==> config.mk <==
export PLATFORM = sky130hd
export DESIGN_NAME = spi_response_parser_flat
export DESIGN_NICKNAME = d
export VERILOG_FILES = /design/src/sv/spi_rp_pkg.sv /design/src/sv/spi_rp_req_if.sv /design/src/sv/spi_rp_rsp_if.sv /design/src/sv/spi_response_parser.sv /design/src/flat_wrapper.sv
export SDC_FILE = /design/constraint.sdc
export NUM_CORES = 1
export LEC_CHECK = 0
export BUFFER_PORTS_ARGS = -buffer_cell sky130_fd_sc_hd__clkbuf_2
export CAP_MARGIN = 20
export CORE_ASPECT_RATIO = 1.2
export CORE_UTILIZATION = 34
export DETAILED_ROUTE_END_ITERATION = 8
export PLACE_DENSITY_LB_ADDON = 0.15
export REMOVE_ABC_BUFFERS = 1
export SLEW_MARGIN = 0
export SYNTH_ARGS = -nofsm -noshare
export SYNTH_HDL_FRONTEND = slang
export SYNTH_SLANG_ARGS = --single-unit
==> constraint.sdc <==
create_clock -name clock -period 4.4 [get_ports clock]
set_input_delay 0.44 -clock clock [delete_from_list [all_inputs] [get_ports clock]]
set_output_delay 0.44 -clock clock [all_outputs]
set_load 0.05 [all_outputs]
==> src/sv/spi_rp_pkg.sv <==
// ----------------------------------------------------------------------------
// spi reply parser package
// shared codes and the result record of the co-processor reply frame parser
// ----------------------------------------------------------------------------
package spi_rp_pkg;

   // request operations
   typedef enum logic [1:0] {
      OP_BEGIN = 2'd0,
      OP_BYTE  = 2'd1,
      OP_TICK  = 2'd2,
      OP_SPARE = 2'd3
   } op_type;

   // result kinds
   typedef enum logic [2:0] {
      KIND_NONE = 3'd0,
      KIND_DATA = 3'd1,
      KIND_LEN  = 3'd2,
      KIND_DONE = 3'd3,
      KIND_ERR  = 3'd4
   } kind_type;

   // error codes
   typedef enum logic [2:0] {
      ERR_NONE    = 3'd0,
      ERR_MARKER  = 3'd1,
      ERR_TIMEOUT = 3'd2,
      ERR_REPLY   = 3'd3,
      ERR_TOOLONG = 3'd4,
      ERR_BADEND  = 3'd5
   } err_type;

   // frame markers
   localparam logic [7:0] MARK_START = 8'hE0;
   localparam logic [7:0] MARK_END   = 8'hEE;
   localparam logic [7:0] MARK_ERROR = 8'hEF;

   // register map
   localparam int          CSR_ADDR_W      = 3;
   localparam logic [15:0] TIMEOUT_RESET   = 16'd1000;

   typedef struct packed {
      kind_type    kind;
      logic [7:0]  data_byte;
      logic [7:0]  value_index;
      logic [15:0] value_length;
      logic        last_of_value;
      err_type     error_code;
   } result_type;

endpackage

==> src/sv/spi_rp_req_if.sv <==
// ----------------------------------------------------------------------------
// spi reply parser request channel
// valid/ready channel carrying one parser request
// ----------------------------------------------------------------------------
interface spi_rp_req_if;
   logic        valid;
   logic        ready;
   logic [1:0]  opcode;
   logic [7:0]  rx_byte;
   logic [6:0]  expect_cmd;
   logic [7:0]  want_values;
   logic        wide_length;
   logic [15:0] capacity;

   modport source (
      output valid, opcode, rx_byte, expect_cmd, want_values, wide_length, capacity,
      input  ready
   );
   modport sink (
      input  valid, opcode, rx_byte, expect_cmd, want_values, wide_length, capacity,
      output ready
   );
endinterface

==> src/sv/spi_rp_rsp_if.sv <==
// ----------------------------------------------------------------------------
// spi reply parser result channel
// valid/ready channel carrying one parser result
// ----------------------------------------------------------------------------
interface spi_rp_rsp_if;
   logic        valid;
   logic        ready;
   logic [2:0]  kind;
   logic [7:0]  data_byte;
   logic [7:0]  value_index;
   logic [15:0] value_length;
   logic        last_of_value;
   logic [2:0]  error_code;

   modport source (
      output valid, kind, data_byte, value_index, value_length, last_of_value,
             error_code,
      input  ready
   );
   modport sink (
      input  valid, kind, data_byte, value_index, value_length, last_of_value,
             error_code,
      output ready
   );
endinterface

==> src/sv/spi_response_parser.sv <==
// ----------------------------------------------------------------------------
// spi response parser
// parses a co-processor reply frame one received byte per request
// ----------------------------------------------------------------------------
//
//   channel   direction  handshake            payload
//   req_chan  in         valid/ready          opcode, rx_byte, begin fields
//   rsp_chan  out        valid/ready          kind, byte, index, length, error
//   csr (apb) in         psel/penable/pready  timeout_ticks at address 0
//
// one request is taken per cycle; its result is registered into the output or
// skid register. the parser state update is a single pass of compares and
// small adders. a two-entry output buffer (output register plus skid register)
// lets requests keep flowing for one stalled result; req ready drops only
// while the skid register is full. reset is synchronous and returns the
// parser to idle with timeout_ticks at 1000.
//
module spi_response_parser
   import spi_rp_pkg::*;
(
   input  logic                  clock,
   input  logic                  reset,
   spi_rp_req_if.sink            req_chan,
   spi_rp_rsp_if.source          rsp_chan,
   input  logic                  psel,
   input  logic                  penable,
   input  logic                  pwrite,
   input  logic [CSR_ADDR_W-1:0] paddr,
   input  logic [31:0]           pwdata,
   output logic [31:0]           prdata,
   output logic                  pready
);

   typedef enum logic [2:0] {
      PH_IDLE  = 3'd0,
      PH_WAIT  = 3'd1,
      PH_CMD   = 3'd2,
      PH_COUNT = 3'd3,
      PH_LEN1  = 3'd4,
      PH_LEN2  = 3'd5,
      PH_DATA  = 3'd6,
      PH_END   = 3'd7
   } phase_type;

   // parser state
   phase_type   phase_ff, phase_in;
   logic [6:0]  expected_code_ff, expected_code_in;
   logic [7:0]  values_left_ff, values_left_in;
   logic        length_is_wide_ff, length_is_wide_in;
   logic [15:0] capacity_held_ff, capacity_held_in;
   logic [15:0] bytes_left_ff, bytes_left_in;
   logic [7:0]  current_index_ff, current_index_in;
   logic [15:0] wait_ticks_ff, wait_ticks_in;
   logic [15:0] timeout_ticks_ff;

   // output buffer
   result_type  out_ff, skid_ff, result;
   logic        out_valid_ff, skid_valid_ff;

   logic        req_take;
   logic        rsp_pop;
   logic        csr_write;
   op_type      op;
   logic [7:0]  rx;
   logic [15:0] len_sel;
   logic [15:0] ticks_inc;
   logic [7:0]  values_dec;
   logic [7:0]  count_clip;

   assign op        = op_type'(req_chan.opcode);
   assign rx        = req_chan.rx_byte;
   assign req_take  = req_chan.valid && req_chan.ready;
   assign rsp_pop   = out_valid_ff && rsp_chan.ready;
   assign csr_write = psel && penable && pwrite;

   // ready only depends on the skid slot
   assign req_chan.ready = !skid_valid_ff;

   // configuration port
   assign pready = 1'b1;
   assign prdata = (paddr[2] == 1'b0) ? {16'h0000, timeout_ticks_ff} : 32'h0000_0000;

   // length as seen by the length check: one byte, or high byte held plus low byte
   assign len_sel    = (phase_ff == PH_LEN2) ? {bytes_left_ff[15:8], rx} : {8'h00, rx};
   // saturating tick count
   assign ticks_inc  = (wait_ticks_ff == 16'hFFFF) ? wait_ticks_ff : wait_ticks_ff + 16'd1;
   assign values_dec = values_left_ff - 8'd1;
   assign count_clip = (rx < values_left_ff) ? rx : values_left_ff;

   // next parser state and result of the request at the port
   always_comb begin
      phase_in          = phase_ff;
      expected_code_in  = expected_code_ff;
      values_left_in    = values_left_ff;
      length_is_wide_in = length_is_wide_ff;
      capacity_held_in  = capacity_held_ff;
      bytes_left_in     = bytes_left_ff;
      current_index_in  = current_index_ff;
      wait_ticks_in     = wait_ticks_ff;
      result            = '{KIND_NONE, 8'h00, 8'h00, 16'h0000, 1'b0, ERR_NONE};

      unique case (op)
         OP_BEGIN: begin
            // a begin always restarts, dropping any frame in progress
            expected_code_in  = req_chan.expect_cmd;
            values_left_in    = req_chan.want_values;
            length_is_wide_in = req_chan.wide_length;
            capacity_held_in  = req_chan.capacity;
            bytes_left_in     = 16'h0000;
            current_index_in  = 8'h00;
            wait_ticks_in     = 16'h0000;
            phase_in          = PH_WAIT;
         end
         OP_TICK: begin
            if (phase_ff == PH_WAIT) begin
               wait_ticks_in = ticks_inc;
               if (ticks_inc >= timeout_ticks_ff) begin
                  phase_in          = PH_IDLE;
                  result.kind       = KIND_ERR;
                  result.error_code = ERR_TIMEOUT;
               end
            end
         end
         OP_BYTE: begin
            unique case (phase_ff)
               PH_IDLE: begin
                  // stray byte, nothing to do
               end
               PH_WAIT: begin
                  priority if (rx == MARK_START) begin
                     phase_in = PH_CMD;
                  end else if (rx == MARK_ERROR) begin
                     phase_in          = PH_IDLE;
                     result.kind       = KIND_ERR;
                     result.error_code = ERR_MARKER;
                  end else if (wait_ticks_ff >= timeout_ticks_ff) begin
                     phase_in          = PH_IDLE;
                     result.kind       = KIND_ERR;
                     result.error_code = ERR_TIMEOUT;
                  end else begin
                     // other byte, keep waiting
                  end
               end
               PH_CMD: begin
                  if (rx == {1'b1, expected_code_ff}) begin
                     phase_in = PH_COUNT;
                  end else begin
                     phase_in          = PH_IDLE;
                     result.kind       = KIND_ERR;
                     result.error_code = ERR_REPLY;
                  end
               end
               PH_COUNT: begin
                  values_left_in = count_clip;
                  phase_in       = (count_clip == 8'h00) ? PH_END : PH_LEN1;
               end
               PH_LEN1, PH_LEN2: begin
                  if (phase_ff == PH_LEN1 && length_is_wide_ff) begin
                     // hold the high byte until the low byte arrives
                     bytes_left_in = {rx, 8'h00};
                     phase_in      = PH_LEN2;
                  end else if (len_sel > capacity_held_ff) begin
                     phase_in          = PH_IDLE;
                     result.kind       = KIND_ERR;
                     result.error_code = ERR_TOOLONG;
                  end else begin
                     result.kind         = KIND_LEN;
                     result.value_index  = current_index_ff;
                     result.value_length = len_sel;
                     bytes_left_in       = len_sel;
                     if (len_sel == 16'h0000) begin
                        // empty value closes at once
                        current_index_in = current_index_ff + 8'd1;
                        values_left_in   = values_dec;
                        phase_in         = (values_dec == 8'h00) ? PH_END : PH_LEN1;
                     end else begin
                        phase_in = PH_DATA;
                     end
                  end
               end
               PH_DATA: begin
                  result.kind          = KIND_DATA;
                  result.data_byte     = rx;
                  result.value_index   = current_index_ff;
                  result.last_of_value = (bytes_left_ff == 16'd1);
                  bytes_left_in        = bytes_left_ff - 16'd1;
                  if (bytes_left_ff == 16'd1) begin
                     current_index_in = current_index_ff + 8'd1;
                     values_left_in   = values_dec;
                     phase_in         = (values_dec == 8'h00) ? PH_END : PH_LEN1;
                  end
               end
               PH_END: begin
                  phase_in = PH_IDLE;
                  if (rx == MARK_END) begin
                     result.kind = KIND_DONE;
                  end else begin
                     result.kind       = KIND_ERR;
                     result.error_code = ERR_BADEND;
                  end
               end
               default: begin
               end
            endcase
         end
         default: begin
            // unused opcode leaves the parser state alone
         end
      endcase
   end

   // parser state, timeout register, output register plus skid register
   always_ff @(posedge clock) begin
      if (reset) begin
         phase_ff          <= PH_IDLE;
         expected_code_ff  <= 7'h00;
         values_left_ff    <= 8'h00;
         length_is_wide_ff <= 1'b0;
         capacity_held_ff  <= 16'h0000;
         bytes_left_ff     <= 16'h0000;
         current_index_ff  <= 8'h00;
         wait_ticks_ff     <= 16'h0000;
         timeout_ticks_ff  <= TIMEOUT_RESET;
         out_valid_ff      <= 1'b0;
         skid_valid_ff     <= 1'b0;
      end else begin
         if (req_take) begin
            phase_ff          <= phase_in;
            expected_code_ff  <= expected_code_in;
            values_left_ff    <= values_left_in;
            length_is_wide_ff <= length_is_wide_in;
            capacity_held_ff  <= capacity_held_in;
            bytes_left_ff     <= bytes_left_in;
            current_index_ff  <= current_index_in;
            wait_ticks_ff     <= wait_ticks_in;
         end
         if (csr_write && paddr[2] == 1'b0) begin
            timeout_ticks_ff <= pwdata[15:0];
         end
         priority if (skid_valid_ff) begin
            // no new request while the skid slot is full
            if (rsp_pop) begin
               out_ff        <= skid_ff;
               skid_valid_ff <= 1'b0;
            end
         end else if (req_take && (!out_valid_ff || rsp_pop)) begin
            out_ff       <= result;
            out_valid_ff <= 1'b1;
         end else if (req_take) begin
            skid_ff       <= result;
            skid_valid_ff <= 1'b1;
         end else if (rsp_pop) begin
            out_valid_ff <= 1'b0;
         end else begin
            // nothing moves on the result side
         end
      end
   end

   assign rsp_chan.valid         = out_valid_ff;
   assign rsp_chan.kind          = out_ff.kind;
   assign rsp_chan.data_byte     = out_ff.data_byte;
   assign rsp_chan.value_index   = out_ff.value_index;
   assign rsp_chan.value_length  = out_ff.value_length;
   assign rsp_chan.last_of_value = out_ff.last_of_value;
   assign rsp_chan.error_code    = out_ff.error_code;

   // skid slot only fills behind a held result
   a_skid_behind_out: assert property (@(posedge clock) disable iff (reset)
      skid_valid_ff |-> out_valid_ff)
      else $error("skid register full with empty output register");

   // a begin always arms the wait
   a_begin_arms: assert property (@(posedge clock) disable iff (reset)
      (req_take && op == OP_BEGIN) |=> phase_ff == PH_WAIT)
      else $error("begin did not arm the wait");

   // an error result always carries a code, others never do
   a_err_code: assert property (@(posedge clock) disable iff (reset)
      out_valid_ff |-> ((out_ff.kind == KIND_ERR) == (out_ff.error_code != ERR_NONE)))
      else $error("error kind and error code disagree");

   // a stalled request holds the parser state
   a_state_hold: assert property (@(posedge clock) disable iff (reset)
      !req_take |=> $stable(phase_ff) && $stable(bytes_left_ff))
      else $error("parser state moved without a request");

endmodule

==> src/flat_wrapper.sv <==
// flat-port wrapper written by rule: the top's interface ports become plain ports
module spi_response_parser_flat import spi_rp_pkg::*;
  (clock, reset, psel, penable, pwrite, paddr, pwdata, prdata, pready, req_chan_valid, req_chan_opcode, req_chan_rx_byte, req_chan_expect_cmd, req_chan_want_values, req_chan_wide_length, req_chan_capacity, req_chan_ready, rsp_chan_valid, rsp_chan_kind, rsp_chan_data_byte, rsp_chan_value_index, rsp_chan_value_length, rsp_chan_last_of_value, rsp_chan_error_code, rsp_chan_ready);
  spi_rp_req_if req_chan_i ();
  spi_rp_rsp_if rsp_chan_i ();
  input  logic clock;
  input  logic reset;
  input  logic psel;
  input  logic penable;
  input  logic pwrite;
  input  logic [CSR_ADDR_W-1:0] paddr;
  input  logic [31:0] pwdata;
  output logic [31:0] prdata;
  output logic pready;
  input wire logic [$bits(req_chan_i.valid)-1:0] req_chan_valid;
  input wire logic [$bits(req_chan_i.opcode)-1:0] req_chan_opcode;
  input wire logic [$bits(req_chan_i.rx_byte)-1:0] req_chan_rx_byte;
  input wire logic [$bits(req_chan_i.expect_cmd)-1:0] req_chan_expect_cmd;
  input wire logic [$bits(req_chan_i.want_values)-1:0] req_chan_want_values;
  input wire logic [$bits(req_chan_i.wide_length)-1:0] req_chan_wide_length;
  input wire logic [$bits(req_chan_i.capacity)-1:0] req_chan_capacity;
  output wire logic [$bits(req_chan_i.ready)-1:0] req_chan_ready;
  output wire logic [$bits(rsp_chan_i.valid)-1:0] rsp_chan_valid;
  output wire logic [$bits(rsp_chan_i.kind)-1:0] rsp_chan_kind;
  output wire logic [$bits(rsp_chan_i.data_byte)-1:0] rsp_chan_data_byte;
  output wire logic [$bits(rsp_chan_i.value_index)-1:0] rsp_chan_value_index;
  output wire logic [$bits(rsp_chan_i.value_length)-1:0] rsp_chan_value_length;
  output wire logic [$bits(rsp_chan_i.last_of_value)-1:0] rsp_chan_last_of_value;
  output wire logic [$bits(rsp_chan_i.error_code)-1:0] rsp_chan_error_code;
  input wire logic [$bits(rsp_chan_i.ready)-1:0] rsp_chan_ready;
  assign req_chan_i.valid = req_chan_valid;
  assign req_chan_i.opcode = req_chan_opcode;
  assign req_chan_i.rx_byte = req_chan_rx_byte;
  assign req_chan_i.expect_cmd = req_chan_expect_cmd;
  assign req_chan_i.want_values = req_chan_want_values;
  assign req_chan_i.wide_length = req_chan_wide_length;
  assign req_chan_i.capacity = req_chan_capacity;
  assign req_chan_ready = req_chan_i.ready;
  assign rsp_chan_valid = rsp_chan_i.valid;
  assign rsp_chan_kind = rsp_chan_i.kind;
  assign rsp_chan_data_byte = rsp_chan_i.data_byte;
  assign rsp_chan_value_index = rsp_chan_i.value_index;
  assign rsp_chan_value_length = rsp_chan_i.value_length;
  assign rsp_chan_last_of_value = rsp_chan_i.last_of_value;
  assign rsp_chan_error_code = rsp_chan_i.error_code;
  assign rsp_chan_i.ready = rsp_chan_ready;
  spi_response_parser u_core (.clock(clock), .reset(reset), .req_chan(req_chan_i), .rsp_chan(rsp_chan_i), .psel(psel), .penable(penable), .pwrite(pwrite), .paddr(paddr), .pwdata(pwdata), .prdata(prdata), .pready(pready));
endmodule
[Yosys cells after proc, flatten, opt, wreduce, memory -nomap -nowiden]
Cells that the tools add are included.
Widths: inputs -> output; s select.
Storage, ports and cells
  memories kept: 0
  ROM bits: 0
  register bits: 171
  logic and storage cells: 167
  memory bits (writable): 0
  input port bits: 84
  bits in latches: 0
  output and inout bits: 74
Cells by class
  reductions and logical operators: 29
  divide/modulo/power cells: 0
  add/sub/neg operators: 4
  bitwise gates (word level): 4
  order comparisons: 4
  $mul: 0
  muxes and demuxes: 75
  shift operators: 0
  eq/ne operators: 28
Operators with widths (count)
  $mux 39: 3
  $mux 16: 7
  $pmux 16 s2: 3
  $mux 8: 10
  $mux 3: 24
  $pmux 8 s2: 4
  $mux 24: 2
  $mux 33: 1
  $ge 16x16->1: 2
  $eq 8x8->1 const B: 3
  $pmux 8 s3: 1
  $reduce_and 7->1: 3
  $pmux 3 s6: 1
  $add 16x1->16 const B: 1
  $eq 16x1->1 const B: 1
  $eq 16x16->1 const B: 1
  $gt 16x16->1: 1
  $logic_not 16->1: 1
  $logic_not 8->1: 2
  $sub 16x1->16 const B: 1
  $pmux 3 s5: 1
  $eq 3x3->1 const B: 4
  $mux 2: 6
  $pmux 3 s2: 2
  30 further kinds: 59

[Depth between registers and ports, before layout]
  word-level depth: 9
  gate-level depth with buffers: 16
  depth with buffers taken out: 14

[Least setup slack after synthesis]
No wires, ideal clock.
  path kind: input to register
  start point: in reset
  end point: reg u_core.out_ff, in the netlist u_core.rsp_chan.data_byte[0] (enable)
  path slack: 140 ps
  stages: 3
  required time: 3906 ps
  arrival time: 3766 ps
  library setup time: 494 ps
  buffers on the path: 2
  cell sequence: clkbuf_1 > clkbuf_1 > a211oi_1
On the way
  cells in the longest elaborated chain, start to end: 2
RTL lines
  from (decl): line flat_wrapper.sv:7  | input logic reset;
  $not 1->1 (no line)
  $reduce_and 3->1 (no line)
  to (signal assigned): line spi_response_parser.sv:243  | out_ff <= skid_ff;
  to (signal assigned): line spi_response_parser.sv:247  | out_ff <= result;
  to (decl): line spi_response_parser.sv:57  | result_type out_ff, skid_ff, result;
No other way between the ends.
A chain may end at the register's enable or synchronous reset.

==> run_results.csv <==
group,metric,value,unit
logic_synthesis,synth_cells,1188,
logic_synthesis,yosysSeqAreaShare,40.9,%
drt,vias,8944,
logic_synthesis,synth-seq-cells,171,
logic_synthesis,synth_edf_count,78,
clock_network,htree_num_levels,4,
worst_setup_path,cpPeakStageDelay,0.46,ns
logic_synthesis,yosys_warnings,0,
drt,drt_iter0_markers,578,
clock_network,ctsResizeCount,0,
clock_network,root_buffer,"clkbuf_16",
die,start_util,34.6,%
clock_network,cts_tree,"done",
hold_path,holdCritPathClass,"input port to flip-flop",
logic_synthesis,ys.flop_type,"dfxtp_1",
layout,layout.nets,1437,
grt,antenna_found_initial,0,
grt,grt_overflow,0,
placed_design,port_buffers,122,
placed_design,place_congestion,0.873,
clock_network,postCtsHoldBufs,0,
worst_setup_path,cp_max_fo,7,
placed_design,dp_hpwl,20.4,mm
logic_synthesis,avgSynthCellArea,8.64,um2
power_and_ir_drop,net-switching-power,1.14,mW
drt,drt_pass1_iterations,6,
power_and_ir_drop,p_leak,4.80,nW
layout,n_fill_cell,3165,
logic_synthesis,netlist_area,10300,um2
layout,final_area,11900,um2
layout,diodes,0,
power_and_ir_drop,swShare,30.4,%
run_status,status,"finished clean",
clock_network,post_cts_buffers,0,
sta,finalSetupViolations,0,
clock_network,cts.sinks,171,
power_and_ir_drop,cell_internal_pwr,2.61,mW
power_and_ir_drop,vdd_drop_max,0.198,mV
worst_setup_path,crit_path_start_kind,"flip-flop",
grt,grt_max_degree,71,
sta,finalMaxSlewViolations,0,
worst_setup_path,arrival,4.22,ns
die,die_y,192,um
placed_design,place_area,11300,um2
layout,drive_gt1_share,17.0,%
power_and_ir_drop,p_clk_share,40.1,%
sta,slew_headroom,28.6,%
die,rows,69,
sta,min_period,4.02,ns
worst_setup_path,cp_slowest_cell,"dfxtp_1",
die,coreArea,29700,um2
layout,mostFrequentLayoutCells,"172 x nand2_1, 122 x clkbuf_2, 93 x dfxtp_1",
sta,worst_slew_pin_slew,1.07,ns
sta,tns,0,ns
layout,area_growth,15.6,%
sta,period_share,91.3,%
worst_setup_path,cpMostUsedCell,"nand3_1",
grt,grt.total_usage,19.0,%
sta,hold_viol,0,
logic_synthesis,async_reset_ff_share,0,%
drt,drtAntennaViolNets,0,
worst_setup_path,worstPathRequired,4.60,ns
sta,fmax,0.249,GHz
sta,skew,0.0128,ns
die,die_area,30900,um2
die,pin_count,158,
clock_network,numCtsBuffers,17,
logic_synthesis,synth.distinct_cells,68,
power_and_ir_drop,power_density,315,nW/um2
worst_setup_path,end_kind,"flip-flop",
power_and_ir_drop,finalPower,3.74,mW
worst_setup_path,path_cells,"nand3_1 > nor4_1 > nand3_1 > and4_1 > and3_1 > xor2_1 > ha_1 > nand4_1 > nor2_1 > a221o_1 > o31ai_1 > a21o_1 > o21ai_0 > mux2_2",
grt,grt_pass1_vias,8412,
clock_network,cts_buffer_depth,2,
power_and_ir_drop,pwr-share-comb,13.8,%
clock_network,path_clk_slew,0.08,ns
worst_setup_path,crit_type,"flip-flop to flip-flop",
sta,rsz0062_at_grt,"false",
grt,grt_first_pass_wirelength,46.1,mm
clock_network,clk_latency,0.45,ns
drt,drt_wl_total,28.8,mm
worst_setup_path,regToRegSetupSlack,0.38,ns
power_and_ir_drop,seq_power_share,46.1,%
drt,vias_per_cell,5.29,
job,cap_violations,0,
die,die_w,161,um
drt,wl_per_cell,17.0,um
drt,drc,0,
layout,final_common_cell,"nand2_1",
-- flip-flops by register name, indices dropped and copies added, names as in the netlist --
name	count
u_core.bytes_left_ff	16
u_core.length_is_wide_ff	1
u_core.rsp_chan.error_code	3
u_core.values_left_ff	8
u_core.wait_ticks_ff	16
u_core.rsp_chan.value_length	16
u_core.capacity_held_ff	16
u_core.current_index_ff	8
u_core.skid_valid_ff	1
u_core.rsp_chan.valid	1
u_core.rsp_chan.kind	3
u_core.timeout_ticks_ff	16
u_core.rsp_chan.value_index	8
u_core.rsp_chan.data_byte	8
u_core.phase_ff	3
u_core.skid_ff	39
u_core.expected_code_ff	7
u_core.rsp_chan.last_of_value	1
-- area by class of cell --
type                    count  area (um2)  area share [%]
repair buffers            156         866            7.30
flip-flops and latches    171        4200            35.4
clock inverters            15         155            1.31
inverters                  74         278            2.34
well taps                 390         488            4.11
multi-input cells         869        5450            45.9
clock buffers              17         425            3.59
-- synth_stat cells (5+ instances only) --
| library cell | number | area share [%] |
|---|---|---|
| nand2_1 | 172 | 6.3 |
| dfxtp_1 | 93 | 18 |
| a21oi_1 | 92 | 4.5 |
| edfxtp_1 | 78 | 23 |
| inv_1 | 74 | 2.7 |
| nor2_1 | 70 | 2.6 |
| clkbuf_1 | 65 | 2.4 |
| ha_1 | 64 | 7.8 |
| o21ai_0 | 53 | 2.6 |
| nand3_1 | 41 | 2.0 |
| a31oi_1 | 25 | 1.5 |
| nand4_1 | 25 | 1.5 |
| nor3_1 | 24 | 1.2 |
| o31ai_1 | 22 | 1.6 |
| and3_1 | 20 | 1.2 |
| mux2_2 | 20 | 2.2 |
| buf_4 | 17 | 1.2 |
| xnor2_1 | 17 | 1.5 |
| and2_1 | 16 | 0.97 |
| nand2b_1 | 16 | 0.97 |
| a211oi_1 | 13 | 0.95 |
| nor4_1 | 11 | 0.67 |
| xor2_1 | 10 | 0.85 |
| a21o_1 | 9 | 0.66 |
| mux2i_1 | 9 | 0.88 |
| o211ai_1 | 9 | 0.66 |
| nor2b_1 | 8 | 0.49 |
| or4_1 | 8 | 0.58 |
| a22o_1 | 6 | 0.51 |
| o32ai_1 | 6 | 0.51 |
| a22oi_1 | 5 | 0.37 |
| and4_1 | 5 | 0.43 |
| o21a_1 | 5 | 0.37 |
| or3_1 | 5 | 0.30 |
-- layer usage --
metal | vias up | GRT usage [%] | routed length (um)
met5 | - | 0 | 0
met2 | 204 | 32.4 | 13900
li1 | 4471 | - | -
met3 | 30 | 2.88 | 1000
met1 | 4239 | 24.9 | 13500
met4 | 0 | 5.46 | 433
-- critical path, delay by kind of cell, from the launching register on --
family / cells / cell delay (ns)
flops: 1 / 0.46
fa+ha+maj: 1 / 0.29
compound gates: 4 / 0.98
xor+xnor: 1 / 0.15
mux: 1 / 0.30
simple gates: 7 / 1.61
-- kinds of logic (layout without fill, tap and decap cells) --
family | after synthesis | in the layout | synth area share, %
AO/OA/AOI/OAI | 289 | 289 | 18.1
multiplexers | 29 | 29 | 3.07
AND/OR/NAND/NOR | 443 | 443 | 21.0
XOR/XNOR | 27 | 27 | 2.30
adder cells (fa/ha/maj) | 64 | 64 | 7.80
buffers and inverters | 163 | 262 | 6.68
flip-flops | 171 | 171 | 40.9
other | 2 | 17 | 0.0731
-- through the flow --
stage / std cells / worst slack, ns / hold slack (ns) / util (%)
6_report: 1692 / 0.382 / 0.203 / 40.0
3_5_place_dp: 1660 / 0.468 / 0.447 / 38.0
4_1_cts: 1692 / 0.459 / 0.190 / 40.0
3_3_place_gp: 1660 / 0.521 / 0.441 / 38.0
2_1_floorplan: 1114 / -0.164 / 0.430 / -
5_1_grt: 1692 / 0.209 / 0.201 / 40.0
-- path summary, 6_finish.rpt --
| path | startpoint | end | cells past startpoint |
|---|---|---|---|
| worst max-delay path | u_core.wait_ticks_ff[5] | u_core.rsp_chan.error_code[1] | 14 |
| worst min-delay path | pwdata[4] | u_core.timeout_ticks_ff[4] | 3 |
| worst max register to register | u_core.wait_ticks_ff[5] | u_core.rsp_chan.error_code[1] | 14 |
| worst min register to register | u_core.capacity_held_ff[11] | u_core.capacity_held_ff[11] | 2 |
-- power groups by stage --
stage	Sequential, mW	Combinational, mW	Clock, mW
3_3_place_gp	1.76	0.515	0
4_1_cts	1.72	0.520	1.54
2_1_floorplan	1.82	0.275	0
5_1_grt	1.73	0.569	1.61
6_report	1.72	0.517	1.50
3_5_place_dp	1.76	0.518	0
No activity file was read; power rests on OpenSTA's default activity.
